$ cat src/rtl/ipa_ram.sv
module ipa_ram #(
    parameter int WIDTH = 8,
    parameter int DEPTH = 16,
    localparam int AW   = $clog2(DEPTH)
) (
    input  logic             i_clk,
    input  logic             i_we,
    input  logic [AW-1:0]    i_waddr,
    input  logic [WIDTH-1:0] i_wdata,
    input  logic             i_re,
    input  logic [AW-1:0]    i_raddr,
    output logic [WIDTH-1:0] o_rdata
);

    logic [WIDTH-1:0] r_mem [DEPTH];
    logic [WIDTH-1:0] r_rdata;

    // write port
    always_ff @(posedge i_clk) begin
        if (i_we) begin
            r_mem[i_waddr] <= i_wdata;
        end
    end

    // registered read, old data on a same-address write
    always_ff @(posedge i_clk) begin
        if (i_re) begin
            r_rdata <= r_mem[i_raddr];
        end
    end

    assign o_rdata = r_rdata;

endmodule

$ cat config.mk
export PLATFORM = sky130hd
export DESIGN_NAME = ipa_ram
export DESIGN_NICKNAME = d
export VERILOG_FILES = /design/src/rtl/ipa_ram.sv
export SDC_FILE = /design/constraint.sdc
export NUM_CORES = 1
export LEC_CHECK = 0
export ABC_AREA = 1
export BUFFER_PORTS_ARGS = -buffer_cell sky130_fd_sc_hd__clkbuf_2
export CAP_MARGIN = 25
export CORE_MARGIN = 2
export CORE_UTILIZATION = 31
export CTS_CLUSTER_SIZE = 16
export DETAILED_ROUTE_END_ITERATION = 8
export GPL_TIMING_DRIVEN = 0
export HOLD_SLACK_MARGIN = 0.06
export PLACE_DENSITY_LB_ADDON = 0.05
export SETUP_SLACK_MARGIN = 0.3
export SLEW_MARGIN = 20
export SYNTH_ARGS = -nofsm -noshare
export SYNTH_HDL_FRONTEND = slang
export SYNTH_SLANG_ARGS = --single-unit
$ cat constraint.sdc
create_clock -name i_clk -period 1.6 [get_ports i_clk]
set_input_delay 0.08 -clock i_clk [delete_from_list [all_inputs] [get_ports i_clk]]
set_output_delay 0.08 -clock i_clk [all_outputs]
set_load 0.02 [all_outputs]
### Word-level counts from Yosys, hierarchy flattened

Memory sizes are Yosys's and may differ from the RTL's. A register that Yosys moved wholly into a read port is not among the register bits.
Cells that the tools add are included.

* register bits: 0
* bits in latches: 0
* bits in writable memories: 128
* bits in read-only memories: 0
* input bits: 19
* output and inout port bits: 8
* word-level logic and storage cells: 3
* memories kept: 1

* add/sub/neg operators: 0
* multiply operators: 0
* divide/modulo/power cells: 0
* magnitude comparators: 0
* equality and inequality tests: 0
* shift-type cells: 0
* multiplexer cells: 2
* bitwise gates (word level): 0
* reduce and logical (&&, ||, !) cells: 0

Memories
* r_mem: words 16, width 8, rd ports 1, clocked after memory_dff 1, wr ports 1, RTL line 15 `logic [WIDTH-1:0] r_mem [DEPTH];`

Operators with widths (number)
* $mux 1: 2

### Logic depth before layout (Yosys ltp)

* depth in word-level cells: 2
* mapped depth: 8
* mapped depth without buffers: 7

### Worst setup path after synthesis

OpenSTA, ideal clock, no wires.

* path kind: input to register
* start point: in i_waddr[2]
* end point: mem r_mem[10][0] (enable)
* library setup time: 0.370 ns
* data arrival time: 0.661 ns
* required time: 1.230 ns
* setup slack: 0.569 ns
* cell stages on the path: 2
* path buffers: 0
* path through: nand3b_1 -> nor2_1

RTL lines
* start, declared: RTL line 8 `input logic [AW-1:0] i_waddr,`
* end, declared: RTL line 15

No word-level cell before the write port.

==> results.md <==
* Area share of the largest cell type after synthesis at 69.8%
* Switching pwr at 1990 uW
* Detailed-routing iteration count for the pre-antenna-repair pass at 7
* Highest clock frequency the design can meet at 0.818 GHz
* Antenna violations before repair at 0
* Most frequent cells in the layout: 173 x sky130_fd_sc_hd__nand2_1, 136 x sky130_fd_sc_hd__edfxtp_1, 100 x sky130_fd_sc_hd__inv_1
* HPWL Detailed at 10.6 mm
* Fraction of final layout cells sized beyond drive strength 1 at 13.2%
* Critical Path RT at 1770 ps
* Wire length of the first global-routing pass at 24.0 mm
* Chip width at 141 um
* Max_slew headroom at 36.0%
* Setup Viol. Count Final at 0
* Share of synthesized area occupied by flip-flops and latches at 69.8%
* Height of the die at 141 um
* Post-route total power at 8310 uW
* Clock tree from TritonCTS: done
* Clock period minus worst slack at 1220 ps
* Area delta synth->final at 16.8%
* Post CTS Setup Buffer Count at 0
* Post-Syn Area at 5850 um^2
* Clock sink count at 136
* Number of distinct library cells after synthesis at 11
* Transition at the pin with the smallest max-transition slack at 957 ps
* Antenna viol nets, final at 0
* Most frequent standard cell in the layout excluding fill and tap cells: sky130_fd_sc_hd__nand2_1
* Worst-case setup slack after placement at -133 ps
* Post-synthesis register bit count at 136
* Area contributors post-synth: sky130_fd_sc_hd__edfxtp_1 70%, sky130_fd_sc_hd__nand2_1 11%, sky130_fd_sc_hd__nand3_1 8.3%
* Number of antenna diodes at 0
* Maximum clock insertion buffer count at 2
* Final Cycle Share at 76.4%
* Worst-path maximum fanout at 1
* Row count at 50
* Final routed wire length divided by cell count at 19.2 um
* Leftover overflow at the end of global routing at 0
* Max-cap violation count at 0
* Max IR drop VDD at 0.000748 V
* Wirelength, routed at 16.2 mm
* Cell chosen for the clock root: sky130_fd_sc_hd__clkbuf_16
* DR DRC count at 0
* Total track usage at 17.2%
* Placeable core area at 18600 um^2
* Hold violation total from the final report at 0
* Via count of the first global-routing pass at 3730
* Cell leakage power at 0.00289 uW
* Placer congestion estimate at 0.832
* Worst endpoint data arrival time at 1390 ps
* Post-Synthesis Cells at 551
* Avg Inst Size Synth at 10.6 um^2
* Worst min path class: input port to flip-flop
* Element type at the critical path start: flip-flop
* Drt initial violations at 265
* Number of vias per cell after detailed routing at 4.50
* Clk Latency, worst-skew pair at 420 ps
* Cell type with the highest aggregate area in the netlist: sky130_fd_sc_hd__edfxtp_1
* IO buf count at 23
* Initial Util at 31.5%
* Startpoint-to-endpoint class of the critical path: flip-flop to flip-flop
* Reg clk slew, reported paths at 60 ps
* Portion of total power attributed to sequential cells at 48.6%
* Pwr/cell area at 1220 nW/um^2
* Final clock skew at 5.79 ps
* Die Area at 20000 um^2
* Detailed-route via count at 3789
* Clk network pwr share at 44.7%
* Clock buffer count from CTS at 17
* Ports at 27
* Worst setup margin at 377 ps
* Unrepaired setup endpoints after global routing: false
* Fraction of power consumed by combinational cells at 6.7%
* Net count reported at finish at 614
* Internal power of the cells at 6310 uW
* Pin count of the biggest net entering global routing at 17
* Htree depth at 4
* Final worst hold slack at 185 ps
* Max-slew violations at 0
* Run status: complete, no violations
* Crit. End Element: flip-flop
* Syn Nets at 570
* Yosys warns at 0
* Proportion of total power due to net switching at 24.0%
[kinds of logic (layout without fill, tap and decap cells)]
logic type | count (synthesis) | after routing | synth area share [%]
and+or+nand+nor | 289 | 289 | 20.8
DFF | 136 | 136 | 69.8
buffers and inverters | 126 | 183 | 9.39
[timing repair]
action,4_1_cts,5_1_grt
hold buffers,1,0
setup endpoints to repair,0,8
resized for setup,0,1
hold endpoints to repair,8,0
[worst paths after layout]
check / endpoint / depth (start not counted) / start / slack [ps]
max reg2reg: o_rdata[3] / 6 / r_mem[15][3] / 380
min reg2reg: o_rdata[6] / 6 / r_mem[8][6] / 810
max: o_rdata[3] / 6 / r_mem[15][3] / 380
min: r_mem[9][4] / 1 / i_wdata[4] / 180
[per-layer routing]
layer	wire, um	up-vias	track usage [%]
met5	0	-	0
met1	8130	1806	24.8
li1	-	1874	-
met3	605	22	3.14
met2	7190	87	26.2
met4	246	0	5.95
[worst max-delay path: stages (launching register included)]
cell and delay, ps:
sky130_fd_sc_hd__edfxtp_1 390, sky130_fd_sc_hd__inv_1 70, sky130_fd_sc_hd__nand2_1 40, sky130_fd_sc_hd__nand3_1 120, sky130_fd_sc_hd__nand3_1 100, sky130_fd_sc_hd__nand3_1 150
sky130_fd_sc_hd__nand2_1 100
[final cells by class]
class	count	area (um^2)
Clock inverter	13	124
Sequential cell	136	4080
Timing Repair Buffer	25	133
Fill cell	1837	11700
Clock buffer	19	433
Buffer	24	166
Tap cell	234	293
Inverter	102	383
Multi-Input combinational cell	289	1220
[cells in the mapped netlist (all sizes together)]
cell type and n:
nor2 17, nand2 173, nand3 97, nand3b 2, inv 102, edfxtp 136, buf 24
[flip-flops by register name, indices dropped and copies added (netlist names)]
register  flops
o_rdata       8
r_mem       128
[metrics by stage]
step                std cells  setup TNS, ps  util, %  cell area (um^2)
floorplan                 551              0        -              5850
global placement          808              0     33.7              6250
detailed placement        808          -1820     33.7              6250
CTS                       841              0     36.7              6820
global route              842              0     36.8              6830
finish                    842              0     36.8              6830
[power groups by stage]
stage               combinational (uW)  clock, uW  sequential, uW
detailed placement                 564          0            4110
finish                             560       3710            4030
global route                       624       3920            4040
CTS                                568       3770            4030
global placement                   563          0            4110
floorplan                          281          0            4130
Power figures use the tool's default switching activity.
